**src/rtl/slle_pkg.sv**
```systemverilog
// ----------------------------------------------------------------------------
// Static linked list engine: package
// Request and result types, command codes and controller/datapath links.
// ----------------------------------------------------------------------------
package slle_pkg;

  localparam int unsigned KIND_W   = 3;
  localparam int unsigned POS_W    = 4;
  localparam int unsigned DATA_W   = 16;
  localparam int unsigned STATUS_W = 2;

  typedef enum logic [KIND_W-1:0] {
    K_CLEAR  = 3'd0,
    K_APPEND = 3'd1,
    K_INSERT = 3'd2,
    K_DELETE = 3'd3,
    K_LOCATE = 3'd4,
    K_GET    = 3'd5
  } kind_t;

  typedef enum logic [STATUS_W-1:0] {
    ST_OK       = 2'd0,
    ST_FULL     = 2'd1,
    ST_BADPOS   = 2'd2,
    ST_NOTFOUND = 2'd3
  } status_t;

  typedef enum logic [1:0] {
    WS_COUNT,
    WS_POS_M1,
    WS_POS,
    WS_ONE
  } walk_sel_t;

  typedef enum logic [2:0] {
    S_INIT,
    S_IDLE,
    S_DECODE,
    S_WRD,
    S_WEVAL,
    S_LINK,
    S_RESP
  } state_t;

  typedef struct packed {
    logic [KIND_W-1:0]        kind;
    logic [POS_W-1:0]         position;
    logic signed [DATA_W-1:0] value;
  } in_item_t;

  typedef struct packed {
    logic [STATUS_W-1:0]      status;
    logic [POS_W-1:0]         found_position;
    logic signed [DATA_W-1:0] read_value;
  } out_item_t;

  typedef struct packed {
    logic      latch_in;
    logic      init_head;
    logic      clear_all;
    logic      start_walk;
    walk_sel_t walk_sel;
    logic      step;
    logic      alloc_write;
    logic      link_new;
    logic      unlink;
    logic      res_set;
    status_t   res_code;
    logic      res_take_val;
    logic      res_take_found;
    logic      out_load;
  } ctrl_cmd_t;

  typedef struct packed {
    logic [KIND_W-1:0] kind;
    logic              pos_bad_rd;
    logic              pos_bad_ins;
    logic              full;
    logic              empty;
    logic              rem_zero;
    logic              hit;
    logic              last;
    logic              out_free;
  } dp_stat_t;

endpackage

```
**src/rtl/slle_ram.sv**
```systemverilog
// ----------------------------------------------------------------------------
// Static linked list engine: generic RAM
// One write port, one read port with registered read data.
// ----------------------------------------------------------------------------
module slle_ram #(
  parameter int unsigned WIDTH = 8,
  parameter int unsigned DEPTH = 16
) (
  input  logic                     clk,
  input  logic                     we,
  input  logic [$clog2(DEPTH)-1:0] waddr,
  input  logic [WIDTH-1:0]         wdata,
  input  logic [$clog2(DEPTH)-1:0] raddr,
  output logic [WIDTH-1:0]         rdata
);

  logic [WIDTH-1:0] mem_r [DEPTH];
  logic [WIDTH-1:0] rdata_r;

  always_ff @(posedge clk) begin
    if (we) begin
      mem_r[waddr] <= wdata;
    end
    rdata_r <= mem_r[raddr];
  end

  assign rdata = rdata_r;

endmodule

```
**src/rtl/slle_ctrl.sv**
```systemverilog
// ----------------------------------------------------------------------------
// Static linked list engine: controller
// Decodes each request, sequences the chain walk and the link updates.
// ----------------------------------------------------------------------------
module slle_ctrl (
  input  logic                clk,
  input  logic                rst_n,
  input  logic                in_valid,
  output logic                in_stall,
  input  slle_pkg::dp_stat_t  stat,
  output slle_pkg::ctrl_cmd_t cmd
);

  slle_pkg::state_t state_r;
  slle_pkg::state_t state_nxt;

  always_ff @(posedge clk) begin
    if (!rst_n) begin
      state_r <= slle_pkg::S_INIT;
    end else begin
      state_r <= state_nxt;
    end
  end

  assign in_stall = (state_r != slle_pkg::S_IDLE);

  always_comb begin
    state_nxt = state_r;
    cmd       = '0;
    unique case (state_r)
      slle_pkg::S_INIT: begin
        cmd.init_head = 1'b1;
        cmd.clear_all = 1'b1;
        state_nxt     = slle_pkg::S_IDLE;
      end
      slle_pkg::S_IDLE: begin
        if (in_valid) begin
          cmd.latch_in = 1'b1;
          state_nxt    = slle_pkg::S_DECODE;
        end
      end
      slle_pkg::S_DECODE: begin
        state_nxt   = slle_pkg::S_RESP;
        cmd.res_set = 1'b1;
        unique case (stat.kind)
          slle_pkg::K_CLEAR: begin
            cmd.init_head = 1'b1;
            cmd.clear_all = 1'b1;
            cmd.res_code  = slle_pkg::ST_OK;
          end
          slle_pkg::K_APPEND: begin
            if (stat.full) begin
              cmd.res_code = slle_pkg::ST_FULL;
            end else begin
              cmd.res_set    = 1'b0;
              cmd.start_walk = 1'b1;
              cmd.walk_sel   = slle_pkg::WS_COUNT;
              state_nxt      = slle_pkg::S_WRD;
            end
          end
          slle_pkg::K_INSERT: begin
            if (stat.pos_bad_ins) begin
              cmd.res_code = slle_pkg::ST_BADPOS;
            end else if (stat.full) begin
              cmd.res_code = slle_pkg::ST_FULL;
            end else begin
              cmd.res_set    = 1'b0;
              cmd.start_walk = 1'b1;
              cmd.walk_sel   = slle_pkg::WS_POS_M1;
              state_nxt      = slle_pkg::S_WRD;
            end
          end
          slle_pkg::K_DELETE, slle_pkg::K_GET: begin
            if (stat.pos_bad_rd) begin
              cmd.res_code = slle_pkg::ST_BADPOS;
            end else begin
              cmd.res_set    = 1'b0;
              cmd.start_walk = 1'b1;
              cmd.walk_sel   = slle_pkg::WS_POS;
              state_nxt      = slle_pkg::S_WRD;
            end
          end
          slle_pkg::K_LOCATE: begin
            if (stat.empty) begin
              cmd.res_code = slle_pkg::ST_NOTFOUND;
            end else begin
              cmd.res_set    = 1'b0;
              cmd.start_walk = 1'b1;
              cmd.walk_sel   = slle_pkg::WS_ONE;
              state_nxt      = slle_pkg::S_WRD;
            end
          end
          default: begin
            cmd.res_code = slle_pkg::ST_BADPOS;
          end
        endcase
      end
      slle_pkg::S_WRD: begin
        state_nxt = slle_pkg::S_WEVAL;
      end
      slle_pkg::S_WEVAL: begin
        if (!stat.rem_zero) begin
          cmd.step  = 1'b1;
          state_nxt = slle_pkg::S_WRD;
        end else begin
          state_nxt = slle_pkg::S_RESP;
          unique case (stat.kind)
            slle_pkg::K_APPEND, slle_pkg::K_INSERT: begin
              cmd.alloc_write = 1'b1;
              state_nxt       = slle_pkg::S_LINK;
            end
            slle_pkg::K_DELETE: begin
              cmd.unlink       = 1'b1;
              cmd.res_set      = 1'b1;
              cmd.res_code     = slle_pkg::ST_OK;
              cmd.res_take_val = 1'b1;
            end
            slle_pkg::K_GET: begin
              cmd.res_set      = 1'b1;
              cmd.res_code     = slle_pkg::ST_OK;
              cmd.res_take_val = 1'b1;
            end
            slle_pkg::K_LOCATE: begin
              if (stat.hit) begin
                cmd.res_set        = 1'b1;
                cmd.res_code       = slle_pkg::ST_OK;
                cmd.res_take_found = 1'b1;
              end else if (stat.last) begin
                cmd.res_set  = 1'b1;
                cmd.res_code = slle_pkg::ST_NOTFOUND;
              end else begin
                cmd.step  = 1'b1;
                state_nxt = slle_pkg::S_WRD;
              end
            end
            default: begin
              cmd.res_set  = 1'b1;
              cmd.res_code = slle_pkg::ST_BADPOS;
            end
          endcase
        end
      end
      slle_pkg::S_LINK: begin
        cmd.link_new = 1'b1;
        cmd.res_set  = 1'b1;
        cmd.res_code = slle_pkg::ST_OK;
        state_nxt    = slle_pkg::S_RESP;
      end
      slle_pkg::S_RESP: begin
        if (stat.out_free) begin
          cmd.out_load = 1'b1;
          state_nxt    = slle_pkg::S_IDLE;
        end
      end
      default: begin
        state_nxt = slle_pkg::S_INIT;
      end
    endcase
  end

endmodule

```
**src/rtl/slle_dp.sv**
```systemverilog
// ----------------------------------------------------------------------------
// Static linked list engine: datapath
// Link and value RAMs, free-slot stack, walk cursor, counters, result register.
// ----------------------------------------------------------------------------
module slle_dp #(
  parameter int unsigned SLOT_COUNT = 16
) (
  input  logic                clk,
  input  logic                rst_n,
  input  slle_pkg::in_item_t  in_data,
  input  logic                out_stall,
  input  slle_pkg::ctrl_cmd_t cmd,
  output slle_pkg::dp_stat_t  stat,
  output logic                out_valid,
  output slle_pkg::out_item_t out_data
);

  localparam int unsigned SW   = $clog2(SLOT_COUNT);
  localparam int unsigned CMPW = ((SW > slle_pkg::POS_W) ? SW : slle_pkg::POS_W) + 1;

  slle_pkg::in_item_t  cmd_r,      cmd_nxt;
  slle_pkg::out_item_t res_r,      res_nxt;
  slle_pkg::out_item_t out_data_r, out_data_nxt;
  logic                out_valid_r, out_valid_nxt;
  logic [SW-1:0]       count_r,    count_nxt;
  logic [SW-1:0]       cur_r,      cur_nxt;
  logic [SW-1:0]       prev_r,     prev_nxt;
  logic [SW-1:0]       new_r,      new_nxt;
  logic [SW-1:0]       idx_r,      idx_nxt;
  logic [SW-1:0]       sp_r,       sp_nxt;
  logic [SW:0]         hw_r,       hw_nxt;
  logic [CMPW-1:0]     rem_r,      rem_nxt;

  logic [CMPW-1:0]     pos_ext;
  logic [CMPW-1:0]     cnt_ext;
  logic [CMPW-1:0]     idx_ext;
  logic [CMPW-1:0]     walk_steps;
  logic [SW-1:0]       alloc_slot;

  logic                        link_we;
  logic [SW-1:0]               link_waddr;
  logic [SW-1:0]               link_wdata;
  logic [SW-1:0]               link_q;
  logic [slle_pkg::DATA_W-1:0] val_q;
  logic [SW-1:0]               fs_q;

  slle_ram #(.WIDTH(SW), .DEPTH(SLOT_COUNT)) u_link_ram (
    .clk   (clk),
    .we    (link_we),
    .waddr (link_waddr),
    .wdata (link_wdata),
    .raddr (cur_r),
    .rdata (link_q)
  );

  slle_ram #(.WIDTH(slle_pkg::DATA_W), .DEPTH(SLOT_COUNT)) u_value_ram (
    .clk   (clk),
    .we    (cmd.alloc_write),
    .waddr (alloc_slot),
    .wdata (cmd_r.value),
    .raddr (cur_r),
    .rdata (val_q)
  );

  slle_ram #(.WIDTH(SW), .DEPTH(SLOT_COUNT)) u_free_ram (
    .clk   (clk),
    .we    (cmd.unlink),
    .waddr (sp_r),
    .wdata (cur_r),
    .raddr (sp_r - SW'(1)),
    .rdata (fs_q)
  );

  assign pos_ext    = CMPW'(cmd_r.position);
  assign cnt_ext    = CMPW'(count_r);
  assign idx_ext    = CMPW'(idx_r);
  assign alloc_slot = (sp_r != '0) ? fs_q : hw_r[SW-1:0];

  always_comb begin
    unique case (cmd.walk_sel)
      slle_pkg::WS_COUNT:  walk_steps = cnt_ext;
      slle_pkg::WS_POS_M1: walk_steps = pos_ext - CMPW'(1);
      slle_pkg::WS_POS:    walk_steps = pos_ext;
      slle_pkg::WS_ONE:    walk_steps = CMPW'(1);
      default:             walk_steps = '0;
    endcase
  end

  always_comb begin
    link_we    = 1'b0;
    link_waddr = cur_r;
    link_wdata = link_q;
    priority if (cmd.init_head) begin
      link_we    = 1'b1;
      link_waddr = '0;
      link_wdata = '0;
    end else if (cmd.alloc_write) begin
      link_we    = 1'b1;
      link_waddr = alloc_slot;
      link_wdata = link_q;
    end else if (cmd.link_new) begin
      link_we    = 1'b1;
      link_waddr = cur_r;
      link_wdata = new_r;
    end else if (cmd.unlink) begin
      link_we    = 1'b1;
      link_waddr = prev_r;
      link_wdata = link_q;
    end
  end

  always_comb begin
    stat.kind        = cmd_r.kind;
    stat.pos_bad_rd  = (pos_ext == '0) || (pos_ext > cnt_ext);
    stat.pos_bad_ins = (pos_ext == '0) || (pos_ext > (cnt_ext + CMPW'(1)));
    stat.full        = (count_r == SW'(SLOT_COUNT - 1));
    stat.empty       = (count_r == '0);
    stat.rem_zero    = (rem_r == '0);
    stat.hit         = (val_q == cmd_r.value);
    stat.last        = (idx_r == count_r) || (link_q == '0);
    stat.out_free    = !out_valid_r || !out_stall;
  end

  always_comb begin
    cmd_nxt       = cmd.latch_in ? in_data : cmd_r;
    count_nxt     = count_r;
    cur_nxt       = cur_r;
    prev_nxt      = prev_r;
    new_nxt       = new_r;
    idx_nxt       = idx_r;
    sp_nxt        = sp_r;
    hw_nxt        = hw_r;
    rem_nxt       = rem_r;
    res_nxt       = res_r;
    out_valid_nxt = out_valid_r;
    out_data_nxt  = out_data_r;

    if (cmd.clear_all) begin
      count_nxt = '0;
      sp_nxt    = '0;
      hw_nxt    = (SW+1)'(1);
    end
    if (cmd.start_walk) begin
      cur_nxt  = '0;
      prev_nxt = '0;
      idx_nxt  = '0;
      rem_nxt  = walk_steps;
    end
    if (cmd.step) begin
      prev_nxt = cur_r;
      cur_nxt  = link_q;
      idx_nxt  = idx_r + SW'(1);
      rem_nxt  = (rem_r == '0) ? rem_r : rem_r - CMPW'(1);
    end
    if (cmd.alloc_write) begin
      new_nxt = alloc_slot;
      if (sp_r != '0) begin
        sp_nxt = sp_r - SW'(1);
      end else begin
        hw_nxt = hw_r + (SW+1)'(1);
      end
    end
    if (cmd.link_new) begin
      count_nxt = count_r + SW'(1);
    end
    if (cmd.unlink) begin
      sp_nxt    = sp_r + SW'(1);
      count_nxt = count_r - SW'(1);
    end
    if (cmd.res_set) begin
      res_nxt.status         = cmd.res_code;
      res_nxt.read_value     = cmd.res_take_val ? val_q : '0;
      res_nxt.found_position = cmd.res_take_found ? idx_ext[slle_pkg::POS_W-1:0] : '0;
    end
    if (cmd.out_load) begin
      out_valid_nxt = 1'b1;
      out_data_nxt  = res_r;
    end else if (!out_stall) begin
      out_valid_nxt = 1'b0;
    end
  end

  always_ff @(posedge clk) begin
    if (!rst_n) begin
      count_r     <= '0;
      sp_r        <= '0;
      hw_r        <= (SW+1)'(1);
      out_valid_r <= 1'b0;
    end else begin
      count_r     <= count_nxt;
      sp_r        <= sp_nxt;
      hw_r        <= hw_nxt;
      out_valid_r <= out_valid_nxt;
    end
  end

  always_ff @(posedge clk) begin
    cmd_r      <= cmd_nxt;
    cur_r      <= cur_nxt;
    prev_r     <= prev_nxt;
    new_r      <= new_nxt;
    idx_r      <= idx_nxt;
    rem_r      <= rem_nxt;
    res_r      <= res_nxt;
    out_data_r <= out_data_nxt;
  end

  assign out_valid = out_valid_r;
  assign out_data  = out_data_r;

endmodule

```
**src/rtl/static_linked_list_engine_top.sv**
```systemverilog
// ----------------------------------------------------------------------------
// Static linked list engine: top level
// Cursor-array singly linked list with clear, append, insert, delete,
// locate and get requests, one result per request.
//
//   channel | ports                            | direction
//   in      | in_valid, in_stall, in_data      | request in
//   out     | out_valid, out_stall, out_data   | result out
//
// The walk for a request is k link hops: none for a clear or a rejected request,
// the most for a delete at the tail of a full list or a failed locate over one.
// Each hop is one registered read of the link RAM followed by an evaluate state.
// After reset the init state clears the header link before the first request.
// A stalled result holds in the output register; the next request is taken
// meanwhile, and its result waits until the register frees.
// ----------------------------------------------------------------------------
module static_linked_list_engine_top #(
  parameter int unsigned SLOT_COUNT = 16
) (
  input  logic                clk,
  input  logic                rst_n,
  input  logic                in_valid,
  output logic                in_stall,
  input  slle_pkg::in_item_t  in_data,
  output logic                out_valid,
  input  logic                out_stall,
  output slle_pkg::out_item_t out_data
);

  slle_pkg::ctrl_cmd_t cmd;
  slle_pkg::dp_stat_t  stat;

  slle_ctrl u_ctrl (
    .clk      (clk),
    .rst_n    (rst_n),
    .in_valid (in_valid),
    .in_stall (in_stall),
    .stat     (stat),
    .cmd      (cmd)
  );

  slle_dp #(.SLOT_COUNT(SLOT_COUNT)) u_dp (
    .clk       (clk),
    .rst_n     (rst_n),
    .in_data   (in_data),
    .out_stall (out_stall),
    .cmd       (cmd),
    .stat      (stat),
    .out_valid (out_valid),
    .out_data  (out_data)
  );

endmodule

```
**config.mk**
```make
export PLATFORM = sky130hd
export DESIGN_NAME = static_linked_list_engine_top
export DESIGN_NICKNAME = d
export VERILOG_FILES = /design/src/rtl/slle_pkg.sv /design/src/rtl/slle_ram.sv /design/src/rtl/slle_ctrl.sv /design/src/rtl/slle_dp.sv /design/src/rtl/static_linked_list_engine_top.sv
export SDC_FILE = /design/constraint.sdc
export NUM_CORES = 1
export LEC_CHECK = 0
export BUFFER_PORTS_ARGS = -buffer_cell sky130_fd_sc_hd__buf_2
export CORE_MARGIN = 2
export CORE_UTILIZATION = 40
export CTS_CLUSTER_DIAMETER = 100
export DETAILED_ROUTE_END_ITERATION = 10
export PLACE_DENSITY_LB_ADDON = 0.3
export REMOVE_ABC_BUFFERS = 1
export SYNTH_ARGS = -nofsm -noshare
export SYNTH_HDL_FRONTEND = slang
export SYNTH_SLANG_ARGS = --single-unit
```
**constraint.sdc**
```tcl
create_clock -name clk -period 4.9 [get_ports clk]
set_clock_uncertainty 0.2 [all_clocks]
set_input_delay 0.735 -clock clk [delete_from_list [all_inputs] [get_ports clk]]
set_output_delay 0.735 -clock clk [all_outputs]
set_load 0.005 [all_outputs]
```
==> impl_results.md <==
* Synth area leader: edfxtp_1
* Hold Vio Cnt, Final at 0
* Synth Flop Type: edfxtp_1
* Largest net degree at the start of global routing at 53
* Start of the worst register-to-register path: u_dp.rem_r[0]$_DFFE_PP_
* Root buffer cell: clkbuf_16
* Area Overhead vs Synth at 13.7%
* H-tree depth at 2
* Syn Area/Cell at 18.8 sq um
* Tot Pwr at 9350 uW
* Setup violators final at 0
* Wirelength per Cell at 23.3 um
* PortBufs at 50
* CTS tree: yes
* R2R depth at 9
* Fin crit share at 0.710
* Crit start category: flip-flop
* VDD IR max at 0.300 mV
* Initial antenna violation count at 1
* Setup Fix Bufs, Post-CTS at 0
* Latest clock arrival within the worst-skew pair at 620 ps
* EDFF count, synth at 472
* Mapped Area at 0.0205 sq mm
* Crit path kind: flip-flop to flip-flop
* Hold Path End: u_dp.cmd_r[7]$_DFFE_PP_
* Synth area leaders: edfxtp_1 69%, mux4_2 13%, dfxtp_1 3.9%
* Total CTS buffers at 52
* RePlAce Congestion at 0.836
* Synth warn at 0
* Max-slew violation count at 0
* Max Clk Rate at 288 MHz
* Asr flop ratio synth at 0
* Boundary Pins at 51
* CP max FO at 9
* Rows at 82
* Hold wc startpoint: in_data[7]
* Max-slew headroom at 0.174
* Vias per inst at 5.47
* Num Clock Sinks at 512
* Hold Crit Depth at 1
* Via count of the routed design at 10338
* Total Wirelength at 44100 um
* Die area at 0.0531 sq mm
* Core ar. at 0.0504 sq mm
* Hold-fix buffers, CTS at 0
* Nets@finish at 1223
* Drt initial violations at 1023
* Post-CTS Resized at 0
* Reg2reg end: u_dp.u_link_ram.mem_r[5][0]$_DFFE_PP_
* First-pass iteration count of the detailed router at 8
* Min Tclk post-route at 3480 ps
* Grt ovf at 0
* Outcome: completed
* Critical Path AT at 3540 ps
* Die Width at 230 um
* Worst EP required at 4960 ps
* Synth Instances at 1089
* Initial Util at 0.407
* Share of post-route cells with drive strength above 1 at 0.255
* GRT Resource Usage Total at 0.167
* Hold crit path type: primary input to flip-flop
* Pwr/cell area at 401 mW/mm^2
* RSZ-0062 raised after global routing: no
* Distinct cells, synth at 78
* FF+latch count, synth at 512
* Post-DP HPWL at 27700 um
* Leakage power at 0.00747 uW
* Worst Tran Pin Value at 1240 ps
* Wire length of the first global-routing pass at 66300 um
* Remaining DRCs at 0
* Max Cap Viol at 0
* Vias in the first global route at 10565
* Die Ht at 230 um
* Max Root-Sink Buffers at 3
* R2R setup slack at 1420 ps
* Antenna Diode Count at 0
* Area fraction of the dominant cell type after synthesis at 0.691
* Post-synthesis sequential area ratio at 0.731
* Setup TNS at 0 ps
* Antenna-violating nets left at 0
* Clock Pin Slew Worst Setup and Hold Paths at 70 ps
* Worst setup EP type: flip-flop
layout make-up:
| cell class | count | area (sq um) |
|---|---|---|
| fillers | 4207 | 27100 |
| clock inverters | 39 | 340 |
| clock buffers | 58 | 1320 |
| flip-flops and latches | 512 | 15000 |
| well taps | 672 | 841 |
| inverters | 17 | 63.8 |
| repair buffers | 81 | 508 |
| multi-input cells | 512 | 5260 |
metrics by stage:
stage | cells | utilization | setup WS [ps] | hold WS, ps | cell area, sq um
2_1_floorplan | 1041 | - | 12.8 | 200 | 20300
3_3_place_gp | 1794 | 0.430 | 1510 | 204 | 21600
3_5_place_dp | 1794 | 0.430 | 1450 | 206 | 21600
4_1_cts | 1891 | 0.463 | 1420 | 51.8 | 23300
5_1_grt | 1891 | 0.463 | 1220 | 64.6 | 23300
6_report | 1891 | 0.463 | 1420 | 92.3 | 23300
placed cells by master, fill, tap and decap left out, types with 6 or more instances in the layout:
cell,count
edfxtp_1,472
mux4_2,120
nand2_1,58
nor2_1,54
clkbuf_16,52
buf_2,50
dfxtp_1,40
buf_4,29
and2_1,26
xnor2_1,25
ha_1,20
clkinv_1,19
a21oi_1,17
inv_1,17
nand3_1,17
nor2b_1,16
nor2_2,16
o21ai_0,15
nand4_1,11
nor3_1,10
xor2_1,9
clkinv_2,8
nor3b_1,6
clkbuf_1,6
worst max-delay path by stage:
stage | startpoint | to | slack [ps]
after floorplan | u_dp.cur_r[0]$_SDFFCE_PN0P_ | u_dp.u_link_ram.rdata[0]$_DFF_P_ | 10
after global placement | u_dp.rem_r[0]$_DFFE_PP_ | u_dp.u_link_ram.mem_r[4][0]$_DFFE_PP_ | 1510
after detailed placement | u_dp.rem_r[0]$_DFFE_PP_ | u_dp.u_link_ram.mem_r[4][0]$_DFFE_PP_ | 1450
after CTS | u_dp.rem_r[0]$_DFFE_PP_ | u_dp.u_link_ram.mem_r[4][0]$_DFFE_PP_ | 1420
after global routing | u_dp.rem_r[0]$_DFFE_PP_ | u_dp.u_link_ram.mem_r[5][0]$_DFFE_PP_ | 1220
final | u_dp.rem_r[0]$_DFFE_PP_ | u_dp.u_link_ram.mem_r[5][0]$_DFFE_PP_ | 1420
worst max-delay path: stages (launching register included):
cell and delay [ps]:
edfxtp_1 420, inv_1 80, ha_1 220, or4b_1 610, nor3_1 550, buf_4 290
a22oi_2 100, o21ai_1 150, nand2_1 170, nor2_1 360
cell families after synthesis:
group           after synthesis  share of synthesized area
compound gates               88                     0.0319
xor+xnor                     34                     0.0145
fa+ha+maj                    20                     0.0122
buf+inv                      65                     0.0150
flops                       512                      0.731
mux                         125                      0.134
simple gates                245                     0.0615
state kept, by name, summed over array words and instances (netlist names), 5 cells and up:
register	count
u_dp.cmd_r	20
u_dp.out_data	22
u_dp.u_free_ram.mem_r	64
u_dp.res_r	22
u_dp.u_value_ram.mem_r	256
u_dp.u_value_ram.rdata	16
u_dp.rem_r	5
u_dp.u_link_ram.mem_r	64
Yosys cell counts, drive strengths merged (5+ instances only):
library cell and instances:
edfxtp 472, mux4 120, nor2 70, nand2 58, dfxtp 40, clkbuf 27
and2 26, xnor2 25, buf 21, ha 20, o21ai 19, a21oi 17
inv 17, nand3 17, nor2b 16, nand4 11, nor3 10, xor2 9
nor3b 7, or3 6, a31oi 5, and3 5, nand2b 5, o22ai 5
per-layer routing:
layer	wire, um	GRT usage	up-vias
li1	-	-	4536
met4	1060	0.0534	0
met1	19600	0.235	5417
met3	2340	0.0305	65
met5	0	0	-
met2	21100	0.266	320
power by group:
group	total [uW]	switching [uW]	internal (uW)
logic	492	288	204
clock network	3840	1670	2170
registers	5020	116	4900
total	9350	2080	7280
Power figures use the tool's default switching activity.
